File: config.mk
export PLATFORM = sky130hd
export DESIGN_NAME = bracket_nesting_checker_top
export DESIGN_NICKNAME = d
export VERILOG_FILES = /design/src/design/bnc_pkg.sv /design/src/design/bnc_ram.sv /design/src/design/bracket_nesting_checker_top.sv
export SDC_FILE = /design/constraint.sdc
export NUM_CORES = 1
export LEC_CHECK = 0
export BUFFER_PORTS_ARGS = -buffer_cell sky130_fd_sc_hd__buf_2
export CORE_MARGIN = 2
export CORE_UTILIZATION = 56
export CTS_BUF_LIST = sky130_fd_sc_hd__clkbuf_16
export CTS_CLUSTER_DIAMETER = 80
export DETAILED_ROUTE_END_ITERATION = 16
export PLACE_DENSITY = 0.87
export SYNTH_ARGS = -nofsm -noshare
export SYNTH_HDL_FRONTEND = slang
export SYNTH_HIERARCHICAL = 1
export SYNTH_SLANG_ARGS = --single-unit
File: constraint.sdc
create_clock -name i_clk -period 4.1 [get_ports i_clk]
set_clock_uncertainty 0.05 [all_clocks]
set_input_delay 0.615 -clock i_clk [delete_from_list [all_inputs] [get_ports i_clk]]
set_output_delay 0.615 -clock i_clk [all_outputs]
set_load 0.02 [all_outputs]
File: src/design/bnc_pkg.sv
package bnc_pkg;

    localparam int STACK_DEPTH = 64;
    localparam int ADDR_W      = $clog2(STACK_DEPTH);
    localparam int LEVEL_W     = $clog2(STACK_DEPTH + 1);
    localparam int KIND_W      = 2;
    localparam int SYM_W       = 8;
    localparam int SCORE_W     = 64;
    localparam int STATUS_W    = 2;

    typedef logic [KIND_W-1:0]   t_kind;
    typedef logic [STATUS_W-1:0] t_status;

    localparam t_status ST_BALANCED   = 2'd0;
    localparam t_status ST_INCOMPLETE = 2'd1;
    localparam t_status ST_CORRUPTED  = 2'd2;
    localparam t_status ST_OVERFLOW   = 2'd3;

    localparam logic [SYM_W-1:0] CH_ROUND_OPEN  = 8'h28;
    localparam logic [SYM_W-1:0] CH_ROUND_CLOSE = 8'h29;
    localparam logic [SYM_W-1:0] CH_SQUARE_OPEN  = 8'h5B;
    localparam logic [SYM_W-1:0] CH_SQUARE_CLOSE = 8'h5D;
    localparam logic [SYM_W-1:0] CH_CURLY_OPEN  = 8'h7B;
    localparam logic [SYM_W-1:0] CH_CURLY_CLOSE = 8'h7D;
    localparam logic [SYM_W-1:0] CH_ANGLE_OPEN  = 8'h3C;
    localparam logic [SYM_W-1:0] CH_ANGLE_CLOSE = 8'h3E;

    localparam t_kind KIND_ROUND  = 2'd0;
    localparam t_kind KIND_SQUARE = 2'd1;
    localparam t_kind KIND_CURLY  = 2'd2;
    localparam t_kind KIND_ANGLE  = 2'd3;

    typedef struct packed {
        logic  hit;
        t_kind kind;
    } t_decode;

    function automatic t_decode decode_opener(input logic [SYM_W-1:0] c);
        t_decode d;
        d.hit = 1'b1;
        case (c)
            CH_ROUND_OPEN:  d.kind = KIND_ROUND;
            CH_SQUARE_OPEN: d.kind = KIND_SQUARE;
            CH_CURLY_OPEN:  d.kind = KIND_CURLY;
            CH_ANGLE_OPEN:  d.kind = KIND_ANGLE;
            default: begin
                d.hit  = 1'b0;
                d.kind = KIND_ROUND;
            end
        endcase
        return d;
    endfunction

    function automatic t_decode decode_closer(input logic [SYM_W-1:0] c);
        t_decode d;
        d.hit = 1'b1;
        case (c)
            CH_ROUND_CLOSE:  d.kind = KIND_ROUND;
            CH_SQUARE_CLOSE: d.kind = KIND_SQUARE;
            CH_CURLY_CLOSE:  d.kind = KIND_CURLY;
            CH_ANGLE_CLOSE:  d.kind = KIND_ANGLE;
            default: begin
                d.hit  = 1'b0;
                d.kind = KIND_ROUND;
            end
        endcase
        return d;
    endfunction

endpackage

File: src/design/bnc_ram.sv
module bnc_ram #(
    parameter int WIDTH = 2,
    parameter int DEPTH = 64
) (
    input  logic                     i_clk,
    input  logic                     i_we,
    input  logic [$clog2(DEPTH)-1:0] i_waddr,
    input  logic [WIDTH-1:0]         i_wdata,
    input  logic                     i_re,
    input  logic [$clog2(DEPTH)-1:0] i_raddr,
    output logic [WIDTH-1:0]         o_rdata
);

    logic [WIDTH-1:0] r_mem [DEPTH];
    logic [WIDTH-1:0] r_rdata;

    always_ff @(posedge i_clk) begin
        if (i_we) begin
            r_mem[i_waddr] <= i_wdata;
        end
        if (i_re) begin
            r_rdata <= r_mem[i_raddr];
        end
    end

    assign o_rdata = r_rdata;

endmodule

File: src/design/bracket_nesting_checker_top.sv
// Channel | Dir | Signals               | Word contents (lowest bit up)
// s_axis  | in  | tvalid tready tdata   | tdata[7:0] symbol, tlast = line_end
//         |     | tlast                 |
// m_axis  | out | tvalid tready tdata   | tdata[63:0] completion_score,
//         |     | tuser                 | tuser[1:0] line_status
//
// For each character the accept cycle issues a read of the stack top from
// the kind memory, and the next cycle checks it and pushes or pops.
// A line end that leaves open brackets walks the memory one entry a cycle,
// top first, before the result word is loaded.
// Reset is synchronous and clears level, line flags and handshake state; the
// kind memory is not cleared, as only entries pushed earlier are ever used.
// A result word waiting on m_axis only holds up the next line end.
module bracket_nesting_checker_top (
    input  logic        i_clk,
    input  logic        i_rst_n,
    input  logic        i_s_axis_tvalid,
    output logic        o_s_axis_tready,
    input  logic [7:0]  i_s_axis_tdata,   // [7:0] symbol
    input  logic        i_s_axis_tlast,   // line_end
    output logic        o_m_axis_tvalid,
    input  logic        i_m_axis_tready,
    output logic [63:0] o_m_axis_tdata,   // [63:0] completion_score
    output logic [1:0]  o_m_axis_tuser    // [1:0] line_status
);

    typedef enum logic [1:0] {
        S_IDLE,
        S_EXEC,
        S_FOLD,
        S_EMIT
    } t_state;

    t_state r_state, n_state;

    // line tracking
    logic [bnc_pkg::LEVEL_W-1:0] r_lvl, n_lvl;
    logic                        r_cor, n_cor;
    logic                        r_ovf, n_ovf;

    // captured character
    logic [bnc_pkg::SYM_W-1:0]   r_sym, n_sym;
    logic                        r_last, n_last;

    // fold walk
    logic [bnc_pkg::ADDR_W-1:0]  r_idx, n_idx;
    logic [bnc_pkg::LEVEL_W-1:0] r_cnt, n_cnt;
    logic                        r_pend, n_pend;
    logic [bnc_pkg::SCORE_W-1:0] r_score, n_score;
    bnc_pkg::t_status            r_status, n_status;

    // output register
    logic                        r_out_valid, n_out_valid;
    logic [bnc_pkg::SCORE_W-1:0] r_out_data, n_out_data;
    bnc_pkg::t_status            r_out_user, n_out_user;

    // memory port
    logic                        w_we;
    logic [bnc_pkg::ADDR_W-1:0]  w_waddr;
    bnc_pkg::t_kind              w_wdata;
    logic                        w_re;
    logic [bnc_pkg::ADDR_W-1:0]  w_raddr;
    bnc_pkg::t_kind              w_rdata;

    bnc_pkg::t_decode            w_open, w_close;
    logic                        w_s_acc;

    assign w_s_acc = i_s_axis_tvalid && o_s_axis_tready;
    assign w_open  = bnc_pkg::decode_opener(r_sym);
    assign w_close = bnc_pkg::decode_closer(r_sym);

    bnc_ram #(
        .WIDTH(bnc_pkg::KIND_W),
        .DEPTH(bnc_pkg::STACK_DEPTH)
    ) u_kinds (
        .i_clk  (i_clk),
        .i_we   (w_we),
        .i_waddr(w_waddr),
        .i_wdata(w_wdata),
        .i_re   (w_re),
        .i_raddr(w_raddr),
        .o_rdata(w_rdata)
    );

    always_comb begin
        logic [bnc_pkg::LEVEL_W-1:0] lv;
        logic                        cr;
        logic                        ov;

        n_state     = r_state;
        n_lvl       = r_lvl;
        n_cor       = r_cor;
        n_ovf       = r_ovf;
        n_sym       = r_sym;
        n_last      = r_last;
        n_idx       = r_idx;
        n_cnt       = r_cnt;
        n_pend      = r_pend;
        n_score     = r_score;
        n_status    = r_status;
        n_out_valid = r_out_valid;
        n_out_data  = r_out_data;
        n_out_user  = r_out_user;

        w_we    = 1'b0;
        w_waddr = r_lvl[bnc_pkg::ADDR_W-1:0];
        w_wdata = w_open.kind;
        w_re    = 1'b0;
        // top of stack; meaningless on an empty stack, where it goes unused
        w_raddr = bnc_pkg::ADDR_W'(r_lvl - 1'b1);

        lv = r_lvl;
        cr = r_cor;
        ov = r_ovf;

        if (r_out_valid && i_m_axis_tready) begin
            n_out_valid = 1'b0;
        end

        case (r_state)
            S_IDLE: begin
                if (w_s_acc) begin
                    n_sym   = i_s_axis_tdata;
                    n_last  = i_s_axis_tlast;
                    w_re    = 1'b1;
                    n_state = S_EXEC;
                end
            end
            S_EXEC: begin
                // a spoilt line ignores everything but its end
                if (!r_cor && !r_ovf) begin
                    if (w_open.hit) begin
                        if (r_lvl >= bnc_pkg::LEVEL_W'(bnc_pkg::STACK_DEPTH)) begin
                            ov = 1'b1;
                        end else begin
                            w_we = 1'b1;
                            lv   = r_lvl + 1'b1;
                        end
                    end else if (w_close.hit) begin
                        if (r_lvl == '0 || w_rdata != w_close.kind) begin
                            cr = 1'b1;
                        end else begin
                            lv = r_lvl - 1'b1;
                        end
                    end
                end
                n_lvl   = lv;
                n_cor   = cr;
                n_ovf   = ov;
                n_state = S_IDLE;
                if (r_last) begin
                    n_lvl   = '0;
                    n_cor   = 1'b0;
                    n_ovf   = 1'b0;
                    n_score = '0;
                    n_state = S_EMIT;
                    if (ov) begin
                        n_status = bnc_pkg::ST_OVERFLOW;
                    end else if (cr) begin
                        n_status = bnc_pkg::ST_CORRUPTED;
                    end else if (lv == '0) begin
                        n_status = bnc_pkg::ST_BALANCED;
                    end else begin
                        n_status = bnc_pkg::ST_INCOMPLETE;
                        n_idx    = bnc_pkg::ADDR_W'(lv - 1'b1);
                        n_cnt    = lv;
                        n_pend   = 1'b0;
                        n_state  = S_FOLD;
                    end
                end
            end
            S_FOLD: begin
                // read one entry a cycle, fold the one read the cycle before
                if (r_cnt != '0) begin
                    w_re    = 1'b1;
                    w_raddr = r_idx;
                    n_idx   = r_idx - 1'b1;
                    n_cnt   = r_cnt - 1'b1;
                end
                n_pend = (r_cnt != '0);
                if (r_pend) begin
                    n_score = (r_score << 2) + r_score
                              + bnc_pkg::SCORE_W'(w_rdata) + 64'd1;
                end
                if (r_cnt == '0 && !r_pend) begin
                    n_state = S_EMIT;
                end
            end
            S_EMIT: begin
                if (!r_out_valid || i_m_axis_tready) begin
                    n_out_valid = 1'b1;
                    n_out_data  = r_score;
                    n_out_user  = r_status;
                    n_state     = S_IDLE;
                end
            end
            default: begin
                n_state = S_IDLE;
            end
        endcase
    end

    always_ff @(posedge i_clk) begin
        if (!i_rst_n) begin
            r_state     <= S_IDLE;
            r_lvl       <= '0;
            r_cor       <= 1'b0;
            r_ovf       <= 1'b0;
            r_pend      <= 1'b0;
            r_cnt       <= '0;
            r_out_valid <= 1'b0;
        end else begin
            r_state     <= n_state;
            r_lvl       <= n_lvl;
            r_cor       <= n_cor;
            r_ovf       <= n_ovf;
            r_pend      <= n_pend;
            r_cnt       <= n_cnt;
            r_out_valid <= n_out_valid;
        end
        r_sym      <= n_sym;
        r_last     <= n_last;
        r_idx      <= n_idx;
        r_score    <= n_score;
        r_status   <= n_status;
        r_out_data <= n_out_data;
        r_out_user <= n_out_user;
    end

    assign o_s_axis_tready = (r_state == S_IDLE);
    assign o_m_axis_tvalid = r_out_valid;
    assign o_m_axis_tdata  = r_out_data;
    assign o_m_axis_tuser  = r_out_user;

endmodule

# --- Yosys cells after proc, flatten, opt, wreduce, memory -nomap -nowiden ---
# Memories as Yosys holds them, arrays and structs flattened. A register that Yosys moved wholly into a read port is not among the register bits.
# Cells that the tools add are included.
totals:
  reg_bits: 167
  ram_bits: 128
  inputBits: 13
  output_inout_bits: 68
  elab_cells: 138
  n_memories: 1
mem_list:
  columns: ["name", "words", "width", "read_ports", "rd_clocked_by_memory_dff", "write_ports", "line_no", "source"]
  rows:
  - ["u_kinds.r_mem", 64, 2, 1, 1, 1, "bnc_ram.sv:14", "logic [WIDTH-1:0] r_mem [DEPTH];"]
classes:
  add_sub_neg: 8
  magnitude_cmp: 1
  n_eq_ne: 21
  n_mux: 66
  n_reduce_logical: 26
ops:
  columns: ["cell", "count"]
  rows:
  - ["64-bit 2-to-1 mux", 2]
  - ["64-bit one-hot mux with 2 select lines", 1]
  - ["7-bit 2-to-1 mux", 12]
  - ["64-bit by 1-bit adder with 64-bit output, second input constant", 1]
  - ["64-bit by 2-bit adder with 64-bit output", 1]
  - ["64-bit adder", 1]
  - ["6-bit 2-to-1 mux", 7]
  - ["1-bit 2-to-1 mux", 33]
  - ["8-bit by 6-bit equality test with 1-bit output, second input constant", 4]
  - ["8-bit by 7-bit equality test with 1-bit output, second input constant", 4]
  - ["7-bit logical NOT", 3]
  - ["2-bit != test, second input constant", 8]
  - ["7-bit one-hot mux with 2 select lines", 1]
  - ["7-bit by 1-bit subtractor with 7-bit output, second input constant", 2]
  - ["2-bit one-hot mux with 3 select lines", 2]
  - ["6-bit one-hot mux with 2 select lines", 1]
  - ["6-bit by 1-bit subtractor with 6-bit output, second input constant", 2]
  - ["2-bit 2-to-1 mux", 4]
  - ["2-bit one-hot mux with 4 select lines", 1]
  - ["4-bit OR reduction", 2]
  - ["7-bit by 1-bit adder with 7-bit output, second input constant", 1]
  - ["7-bit greater-or-equal comparator, second input constant", 1]
  - ["7-bit nonzero test", 1]
  - ["2-bit AND reduction", 3]
  - ["14 further kinds", 24]

# --- Logic depth before layout (Yosys ltp) ---
# Gate-level depths: netlist of the first run.
logic_depth:
  depth_word: 15
  ltp_mapped: 14
  ltp_nobuf: 14

# --- Modules after synthesis ---
# The synthesis of the first run kept the hierarchy.
by_module_without_submodules:
  columns: ["mod", "n_inst", "cells_each", "area_per_inst_um2", "seq_area_each_um2"]
  rows:
  - ["bracket_nesting_checker_top", 1, 1058, 10380.0, 4814.6]
  - ["bnc_ram", 1, 324, 5417.7, 3903.7]

# --- Least setup slack after synthesis of the first run ---
# Ideal clock, no wire load.
synth_timing:
  kind: "input-to-reg"
  from: "input i_m_axis_tready"
  to: "register r_out_data, in the netlist o_m_axis_tdata[0] (enable)"
  setup_time_ns: 0.498
  t_arrival_ns: 3.701
  t_required_ns: 3.552
  path_slack_ns: -0.149
  cell_stages: 2
  path_buffers: 0
  path_cell_list: "nand2b_1 > nor2b_1"
synth_between:
  elab_chain_len: 2
synth_rtl:
  columns: ["item", "line_no", "source"]
  rows:
  - ["from (decl)", "bracket_nesting_checker_top.sv:22", "input logic i_m_axis_tready,"]
  - ["1-bit logical OR", "bracket_nesting_checker_top.sv:190", "if (!r_out_valid || i_m_axis_tready) begin"]
  - ["2-bit AND reduction (no source line)", null, null]
  - ["to (signal assigned)", "bracket_nesting_checker_top.sv:226", "r_out_data <= n_out_data;"]
  - ["to (decl)", "bracket_nesting_checker_top.sv:54", "logic [bnc_pkg::SCORE_W-1:0] r_out_data, n_out_data;"]
# No other way between the ends.
# A chain may end at the register's enable or synchronous reset.

# --- Final worst setup path of the first run ---
layout_timing:
  from: "register u_kinds.r_rdata[0], in the netlist u_kinds/o_rdata[0], read port of u_kinds.r_mem"
  to: "register r_score[38] in the netlist's numbering, data pin"
layout_between:
  elab_chain_len: 4
layout_rtl:
  columns: ["item", "line_no", "source"]
  rows:
  - ["from (decl)", "bnc_ram.sv:15", "logic [WIDTH-1:0] r_rdata;"]
  - ["64-bit by 2-bit adder with 64-bit output", "bracket_nesting_checker_top.sv:183", "+ bnc_pkg::SCORE_W'(w_rdata) + 64'd1;"]
  - ["64-bit by 1-bit adder with 64-bit output", "bracket_nesting_checker_top.sv:183", null]
  - ["64-bit 2-to-1 mux", "bracket_nesting_checker_top.sv:181", "if (r_pend) begin"]
  - ["64-bit one-hot mux with 2 select lines", "bracket_nesting_checker_top.sv:120", "case (r_state)"]
  - ["to (signal assigned)", "bracket_nesting_checker_top.sv:224", "r_score <= n_score;"]
  - ["to (decl)", "bracket_nesting_checker_top.sv:49", "logic [bnc_pkg::SCORE_W-1:0] r_score, n_score;"]
# No other way between the ends. The select of a mux whose other input is x is not followed.

==> impl_results.md, run 1 <==
* Cells taking the most area after synthesis: edfxtp_1 53%, ha_1 5.4%, nor2_1 5.0%
* Layout area overhead at 11.52%
* # DRC at 0
* Root buffer cell: clkbuf_16
* ANT nets after route at 0
* Final Total Pwr at 6.837 mW
* Antenna violations before repair at 0
* CP Max Fanout at 6
* Synth top area share at 52.65%
* Startpoint types: register
* Synth top cells by count: 277 x edfxtp_1, 211 x nor2_1, 100 x a21oi_1, 97 x nand2_1, 68 x ha_1
* Lkg Pwr at 6.542 nW
* Finished Layout Cells at 1862
* Synth async-reset ratio at 0%
* Worst EP required at 4.33 ns
* Nets@finish at 1544
* CTS tree: yes
* Place WS at 0.3359 ns
* Total gr overflow at 0
* Final hold vios at 0
* Cell Rows at 61
* Yosys top cell by area: edfxtp_1
* RSZ-0062 raised after global routing: no
* Worst-path clk slew at 0.07 ns
* H-tree depth at 1
* RD Place Congestion at 0.9128
* Vias per cell at 6.175
* Least-Margin Pin Slew at 0.9165 ns
* #FFs+latches synth at 297
* Dpl cell area at 0.01666 mm2
* DRT iter0 DRCs at 1188
* Worst-Skew Late Latency at 0.58 ns
* Largest net degree at the start of global routing at 81
* Top_reg_cell synth: edfxtp_1
* Syn Std Cell Area at 0.01580 mm2
* Min-delay worst type: input port to register
* Max VDD drop at 373.6 uV
* Distinct cells, synth at 86
* Boundary Pins at 81
* Dpl hpwl at 24220 um
* Setup TNS at 0 ns
* WL/cell at 18.74 um
* Sink Count at 297
* Crit. End Element: register
* EDFF count, synth at 277
* Count leader, synth: edfxtp_1
* Syn nets at 1464
* Layout cell share with drive strength beyond 1 at 13.75%
* WHS at 0.1616 ns
* Pwr/cell area at 388.1 mW/mm2
* Crit path kind: register to register
* Cells after Synth at 1382
* # diodes at 0
* Worst slew margin at 38.26%
* Drt pass-1 iters at 6
* Die W at 172.0 um
* Avg Cell Area, Syn at 11.43 um2
* Core ar. at 0.02778 mm2
* Setup violations, final at 0
* Ys Warns at 6
* Gr usage total at 23.78%
* CTS max path bufs at 3
* Num CTS Buffers at 31
* Final Critical Period at 3.723 ns
* Global-route wire length before repair at 56110 um
* Sequential fraction of the synthesis area at 55.19%
* Pins Over Slew Limit at 0
* Die Y at 172.0 um
* Die area at 0.02957 mm2
* Max-cap violations at 0
* Run status: complete, no violations
* Final WS setup at 0.3765 ns
* Tcrit/Tclk final at 90.82%
* WL final at 34890 um
* Cell Count Post-Placement at 1807
* Non-Filler Cell Area, Final at 0.01762 mm2
* Hold-fix buffers at CTS at 0
* Vias in the first global route at 11.18k
* FMAX at 0.2686 GHz
* Crit path arrival time at 3.96 ns
* Initial Utilization at 56.86%
* PortBufs at 80
* Utilization after layout at 63.42%
* Via count at 11.50k
placed cells by master (no fill, tap or decap), types with 9 or more instances in the layout:
cell and count:
o21a_1 14, nor2b_1 16, nor3_1 31, and3_1 13
a22oi_1 9, xnor2_1 42, edfxtp_1 277, buf_4 20
a21o_1 43, a31oi_1 9, nand4_1 15, nand3_1 32
nand2b_1 13, o21bai_1 15, o211ai_1 9, buf_2 80
o21ai_0 56, ha_1 68, clkbuf_16 31, nor4_1 10
clkinv_1 10, nor2_1 211, dfxtp_1 20, inv_1 43
mux4_2 29, o21ai_1 10, a21oi_1 100, nand2_1 96
xor2_1 21
logic make-up (layout without fill, tap and decap cells):
kind of cell,Yosys count,count (layout),share of synthesized area (%)
fa+ha+maj,69,69,5.512
xor+xnor,64,64,3.596
compound gates,339,339,14.29
mux,38,38,4.720
simple gates,484,484,14.25
buf+inv,91,193,2.447
flops,297,297,55.19
critical path: stages (launching register included):
cell and delay [ns]:
edfxtp_1 0.50, inv_1 0.09, ha_1 0.16, inv_1 0.06, fa_1 0.42, a21oi_1 0.20, nor2_1 0.10, o31ai_2 0.33
nand2_1 0.12, a22oi_1 0.34, nor3_1 0.10, or3b_2 0.48, a31oi_1 0.26, xnor2_1 0.16, nor2_1 0.06
state kept, by name (all words and copies together) (netlist names), named ones only:
signal,flops
o_m_axis_tdata,64
u_kinds/r_mem,128
r_lvl,7
r_sym,8
o_m_axis_tvalid,1
r_cnt,7
u_kinds/o_rdata,2
r_pend,1
r_last,1
r_cor,1
r_state,1
o_m_axis_tuser,2
r_score,64
r_status,2
r_ovf,1
r_idx,6
what timing repair did:
| action | CTS | global route |
|---|---|---|
| endpoints found under the hold margin | 0 | 0 |
| setup endpoints to repair | 0 | 5 |
| gates resized for setup | 0 | 2 |
| buffers inserted | 0 | 0 |
cell type report:
type                       instances  area (um2)
fill                            2129       10160
sequential                       297        8718
multi-input combinational        994        6753
clock buffer                      31       775.7
timing repair buffer             102       590.6
tap                              378       473.0
clock inverter                    24       172.7
inverter                          36       135.1
report_power, final:
| group | internal [mW] | switching [mW] |
|---|---|---|
| Clock | 1.49 | 1.13 |
| Sequential | 3.38 | 0.0588 |
| Combinational | 0.300 | 0.476 |
| Total | 5.17 | 1.67 |
per-layer routing:
layer	GRT usage (%)	wire length, um
met5	0	0
met2	40.70	17000
met1	31.10	14200
met3	3.159	2499
met4	8.988	1192
path summary, 6_finish.rpt:
| check | end | slack [ns] | startpoint | cells past startpoint |
|---|---|---|---|---|
| worst min register to register | o_m_axis_tuser[1] | 0.37 | r_status[1] | 0 |
| worst max register to register | r_score[38] | 0.38 | u_kinds/o_rdata[0] | 14 |
| worst max-delay path | r_score[38] | 0.38 | u_kinds/o_rdata[0] | 14 |
| worst min-delay path | r_sym[3] | 0.16 | i_s_axis_tdata[3] | 1 |
No activity file was read; power rests on OpenSTA's default activity.
==> run 2, diff against run 1 <==
- CORE_UTILIZATION: 56 -> 55
- PLACE_DENSITY: 0.87 -> 0.86
==> impl_results.md, run 2 (synthesis gave the netlist of run 1 again) <==
* Nets@finish at 1543 (-0.065%)
* RSZ-0062 raised after global routing: no
* Switch Pwr at 1.672 mW (+0.15%)
* Max VDD drop at 339.1 uV (-9.2%)
* Hold-fix buffers at CTS at 0 (unchanged)
* Max-cap violations at 0 (unchanged)
* Clock power frac at 37.8% (-0.6 points)
* Startpoint types: register
* Total gr overflow at 0 (unchanged)
* Die W at 173.5 um (+0.88%)
* Least-Margin Pin Slew at 0.9603 ns (+0.04379 ns)
* Crit-path cells: ha_1, nor2b_1, o31a_1, o211ai_1, a2111oi_1, o21ai_0, a21oi_1, nor3_1, o31ai_1, xnor2_1, nor2_1
* Lkg Pwr at 6.507 nW (-0.54%)
* Vias per cell at 6.096 (-1.3%)
* Switching share of power at 24.72% (+0.30 points)
* Slowest cell on crit path: a2111oi_1
* Global-route wire length before repair at 55940 um (-0.31%)
* Via count at 11.39k (-0.95%)
* Worst-Skew Late Latency at 0.56 ns (-0.02 ns)
* Num CTS Buffers at 29 (-6.5%)
* WL/cell at 18.35 um (-2.1%)
* Die Y at 173.5 um (+0.88%)
* RD Place Congestion at 0.9265 (+1.5%)
* Worst EP required at 4.33 ns (about the same)
* Most flops, register: u_kinds/r_mem
* Commonest non-fill, non-tap cell in the layout: edfxtp_1
* Sink Count at 297 (unchanged)
* Final hold vios at 0 (unchanged)
* Boundary Pins at 81 (unchanged)
* Layout cell share with drive strength beyond 1 at 14.22% (+0.47 points)
* Dpl hpwl at 23890 um (-1.3%)
* # DRC at 0 (unchanged)
* Core ar. at 0.02847 mm2 (+2.5%)
* Pwr/cell area at 384.7 mW/mm2 (-0.86%)
* DRT iter0 DRCs at 1127 (-5.1%)
* Worst-path clk slew at 0.06 ns (about the same)
* ANT nets after route at 0 (unchanged)
* Initial Utilization at 55.49% (-1.4 points)
* WL final at 34280 um (-1.7%)
* Crit path arrival time at 3.99 ns (+0.03 ns)
* CTS tree: yes
* Crit. End Element: register
* Fill cells at 2188 (+2.8%)
* H-tree depth at 1 (unchanged)
* Cell Rows at 62 (+1.6%)
* Crit path kind: register to register
* Die area at 0.03010 mm2 (+1.8%)
* Run status: complete, no violations
* Layout area overhead at 11.28%
* Vias in the first global route at 11.06k (-1.0%)
* Root buffer cell: clkbuf_16
* Critical Path Max Stage Delay at 0.64 ns (+0.14 ns)
* Postcts setup bufs at 0 (unchanged)
* CTS max path bufs at 3 (unchanged)
* Finished Layout Cells at 1868 (+0.32%)
* Utilization after layout at 61.75% (-1.7 points)
* Antenna violations before repair at 0 (unchanged)
* Worst slew margin at 35.31% (-3.0 points)
* Max FFs per register at 128 (unchanged)
* Tcrit/Tclk final at 91.72% (+0.90 points)
* # resized after CTS at 0 (unchanged)
* Pins Over Slew Limit at 0 (unchanged)
* Gr usage total at 22.58% (-1.2 points)
* Min-delay worst type: input port to register
* Int Power at 5.091 mW (-1.5%)
* Flop pwr share at 50.8% (+0.6 points)
* # diodes at 0 (unchanged)
* FMAX at 0.2659 GHz (-0.98%)
* Setup violations, final at 0 (unchanged)
* Most frequent cells in the layout: 277 x edfxtp_1, 211 x nor2_1, 100 x a21oi_1
* PortBufs at 80 (unchanged)
* CP Max Fanout at 6 (unchanged)
* Final Critical Period at 3.760 ns (+0.03696 ns)
* Drt pass-1 iters at 7 (+1)
* Largest net degree at the start of global routing at 81 (unchanged)
* Cell Count Post-Placement at 1814 (+0.39%)
* Logic pwr share at 11.5% (about the same)
## run 2: path summary, 6_finish.rpt
path,startpoint,slack [ns],to,cells after the start
min,i_s_axis_tlast,0.18,r_last,1
max,u_kinds/o_rdata[1],0.34,r_score[59],11
max reg2reg,u_kinds/o_rdata[1],0.34,r_score[59],11
min reg2reg,r_status[1],0.39,o_m_axis_tuser[1],0
## run 2: per-stage QoR
step           worst slack, ns  hold slack [ns]  setup TNS, ns  power (mW)  instance area [um2]
3_5_place_dp            0.3024           0.3732              0       4.258                16660
4_1_cts                 0.2654           0.1636              0       6.795                17570
5_1_grt                 0.1051           0.1699              0       6.995                17580
3_3_place_gp            0.4801           0.3562              0       4.231                16660
6_report                0.3396           0.1805              0       6.763                17580
2_1_floorplan          -0.1356           0.3503         -17.36       4.078                15800
## run 2: cell type report
cell class | instances | area [um2] | area share, %
clock buffers | 29 | 725.7 | 4.128
clock inverters | 25 | 186.4 | 1.060
inverters | 36 | 135.1 | 0.7687
multi-input cells | 994 | 6748 | 38.38
flip-flops and latches | 297 | 8718 | 49.59
well taps | 384 | 480.5 | 2.733
repair buffers | 103 | 585.6 | 3.331
## run 2: layer usage
metal,global-route usage [%],wire length (um)
met5,0,0
met4,7.698,1012
met3,3.158,2290
met2,38.83,16910
met1,29.57,14070
## run 2: worst max-delay path: cells and delay by family (launching register included)
family,cells,cell delay (ns)
compound gates,6,2.02
flops,1,0.55
simple gates,3,0.37
fa+ha+maj,1,0.35
xor+xnor,1,0.15
## run 2: power by group through the flow
stage | Sequential [mW] | Clock [mW] | Combinational (mW)
finish | 3.43 | 2.55 | 0.776
global route | 3.44 | 2.70 | 0.859
CTS | 3.43 | 2.60 | 0.767
detailed placement | 3.50 | 0 | 0.761
global placement | 3.49 | 0 | 0.738
floorplan | 3.49 | 0 | 0.586
==> run 3, diff against run 2 <==
- CORE_ASPECT_RATIO: not set -> 0.8
- CTS_CLUSTER_SIZE: not set -> 20
==> impl_results.md, run 3 (synthesis gave the netlist of run 1 again) <==
* Commonest non-fill, non-tap cell in the layout: edfxtp_1
* Min-delay worst type: input port to register
* Tcrit/Tclk final at 91.25% (-0.47 points)
* Most frequent cells in the layout: 277 x edfxtp_1, 211 x nor2_1, 100 x a21oi_1
* ANT nets after route at 0 (unchanged)
* Max VDD drop at 315.2 uV (-7.0%)
* Critical Path Max Stage Delay at 0.55 ns (-0.09 ns)
* Antenna violations before repair at 0 (unchanged)
* Run status: complete, no violations
* Global-route wire length before repair at 56080 um (+0.25%)
* FF-to-FF path depth at 11 (unchanged)
* Cells on Worst Hold Path at 1 (unchanged)
* FF/Latch Area at 0.008718 mm2 (unchanged)
* Dpl cell area at 0.01664 mm2 (-0.12%)
* Die Y at 155.6 um (-10%)
* Fill cells at 2168 (-0.91%)
* Multi-input logic area at 0.006753 mm2 (about the same)
* Setup violations, final at 0 (unchanged)
* Crit path top cell by count: a21oi_1
* Vias per cell at 6.265 (+2.8%)
* Setup TNS at 0 ns (unchanged)
* FMAX at 0.2673 GHz (+0.51%)
* WHS Endpoint: r_sym[5]
* Total gr overflow at 0 (unchanged)
* Final hold vios at 0 (unchanged)
* Vias in the first global route at 10.70k (-3.2%)
* Dpl hpwl at 24710 um (+3.4%)
* Max-cap violations at 0 (unchanged)
* Initial Utilization at 55.85% (+0.37 points)
* Worst-path clk slew at 0.08 ns (+0.02 ns)
* Die W at 193.5 um (+12%)
* Pwr/cell area at 352.6 mW/mm2 (-8.3%)
* Core ar. at 0.02828 mm2 (-0.65%)
* H-tree depth at 1 (unchanged)
* Drt pass-1 iters at 6 (-1)
* Pins Over Slew Limit at 0 (unchanged)
* Nets@finish at 1531 (-0.78%)
* Least-Margin Pin Slew at 0.8891 ns (-0.07116 ns)
* DRT iter0 DRCs at 1317 (+17%)
* Switching share of power at 25.32% (+0.60 points)
* Layout cell share with drive strength beyond 1 at 12.86% (-1.4 points)
* Min-delay src: i_s_axis_tdata[5]
* Worst reg2reg setup slack at 0.36 ns (+0.02 ns)
* Clock power frac at 30.5% (-7.3 points)
* Startpoint types: register
* Slowest cell on crit path: edfxtp_1
* WL/cell at 19.27 um (+5.0%)
* Critical path's top delay family: compound AO/OA/AOI/OAI gates
* Final Critical Period at 3.741 ns (-0.01921 ns)
* Logic pwr share at 12.9% (+1.4 points)
* Crit Reg-Reg Startpoint: u_kinds/o_rdata[1]
* Int Power at 4.531 mW (-11%)
* Crit. End Element: register
* Lkg Pwr at 6.357 nW (-2.3%)
* Most flops, register: u_kinds/r_mem
* Cell Rows at 55 (-11%)
* Postcts setup bufs at 0 (unchanged)
* WL final at 35300 um (+3.0%)
* Via count at 11.48k (+0.79%)
* Sink Count at 297 (unchanged)
* Crit path kind: register to register
* Gr usage total at 23.00% (+0.42 points)
* Max FFs per register at 128 (unchanged)
* Num CTS Buffers at 19 (-34%)
* Switch Pwr at 1.536 mW (-8.1%)
* Buf/Inv on CP at 0 (unchanged)
* CP Max Fanout at 6 (unchanged)
* Layout area overhead at 8.910%
* Root buffer cell: clkbuf_16
* PortBufs at 80 (unchanged)
* Non-Filler Cell Area, Final at 0.01721 mm2 (-2.1%)
* Crit-path cells: ha_1, nor2b_1, o31a_1, o211ai_1, a21oi_1, a211oi_1, o21ai_0, a21oi_1, o31ai_1, xnor2_1, nor2_1
* Flop pwr share at 56.6% (+5.8 points)
* RSZ-0062 raised after global routing: no
* Boundary Pins at 81 (unchanged)
* Crit path arrival time at 3.93 ns (-0.06 ns)
* # DRC at 0 (unchanged)
* CTS max path bufs at 3 (unchanged)
* # diodes at 0 (unchanged)
* Reg2reg end: r_score[39]
* RD Place Congestion at 0.9403 (+1.5%)
* Worst slew margin at 40.50% (+5.2 points)
* Worst EP required at 4.29 ns (-0.04 ns)
* Worst-Skew Late Latency at 0.53 ns (-0.03 ns)
* CTS tree: yes
* Largest net degree at the start of global routing at 81 (unchanged)
* Die area at 0.03010 mm2 (about the same)
==> run 3: cell count changes in the layout (fill, tap and decap cells not counted), sizes merged <==
| cell | delta |
|---|---|
| bufinv | -2 |
| clkinvlp | -2 |
| inv | +10 |
| clkbuf | -10 |
| buf | -2 |
| clkinv | -16 |
==> run 3: cell type report <==
class | instances | share of cell area [%]
clock buffer | 19 | 2.763
clock inverter | 15 | 0.4509
inverter | 36 | 0.7854
multi-input combinational | 994 | 39.25
sequential | 297 | 50.67
tap | 370 | 2.691
timing repair buffer | 101 | 3.389
==> run 3: worst max path at each step <==
| stage | slack [ns] | end | cells past startpoint | startpoint |
|---|---|---|---|---|
| 6_report | 0.36 | r_score[39] | 11 | u_kinds/o_rdata[1] |
| 5_1_grt | 0.13 | r_score[35] | 11 | u_kinds/o_rdata[1] |
| 4_1_cts | 0.26 | r_score[59] | 11 | u_kinds/o_rdata[1] |
| 3_5_place_dp | 0.36 | r_score[38] | 14 | u_kinds/o_rdata[0] |
| 3_3_place_gp | 0.48 | r_score[59] | 11 | u_kinds/o_rdata[1] |
| 2_1_floorplan | -0.14 | u_kinds/r_mem[0][0] | 3 | r_sym[7] |
==> run 3: per-layer routing <==
metal	vias up	share of wire (%)	GRT usage, %
li1	5323	-	-
met1	5491	43	32.63
met2	583	46	36.77
met3	81	8.6	3.632
met4	0	2.8	7.234
met5	-	0	0
==> run 3: stage by stage <==
stage | setup WS, ns | hold slack [ns] | instances | utilization (%) | power [mW]
6_report | 0.3588 | 0.2135 | 1832 | 60.83 | 6.067
3_3_place_gp | 0.4780 | 0.3559 | 1798 | 58.84 | 4.235
2_1_floorplan | -0.1356 | 0.3503 | 1382 | - | 4.078
3_5_place_dp | 0.3584 | 0.3554 | 1798 | 58.84 | 4.263
5_1_grt | 0.1323 | 0.1996 | 1832 | 60.83 | 6.296
4_1_cts | 0.2599 | 0.1970 | 1832 | 60.80 | 6.091
==> run 3: repair_timing <==
action | CTS | global route
gates resized for setup | 0 | 2
hold buffers | 0 | 0
endpoints found under the setup margin | 0 | 2
==> run 3: worst register-to-register path, delay by kind of cell (launching register included) <==
kind                     cells  cell delay (ns)
XOR/XNOR                     1             0.16
flip-flops                   1             0.55
AO/OA/AOI/OAI                7             2.12
AND/OR/NAND/NOR              2             0.24
adder cells (fa/ha/maj)      1             0.34
==> run 3: power by group through the flow <==
stage               clock [mW]  sequential, mW  combinational, mW
floorplan                    0            3.49              0.586
global placement             0            3.49              0.741
detailed placement           0            3.50              0.764
CTS                       1.89            3.43              0.771
global route              1.99            3.44              0.862
finish                    1.85            3.43              0.785
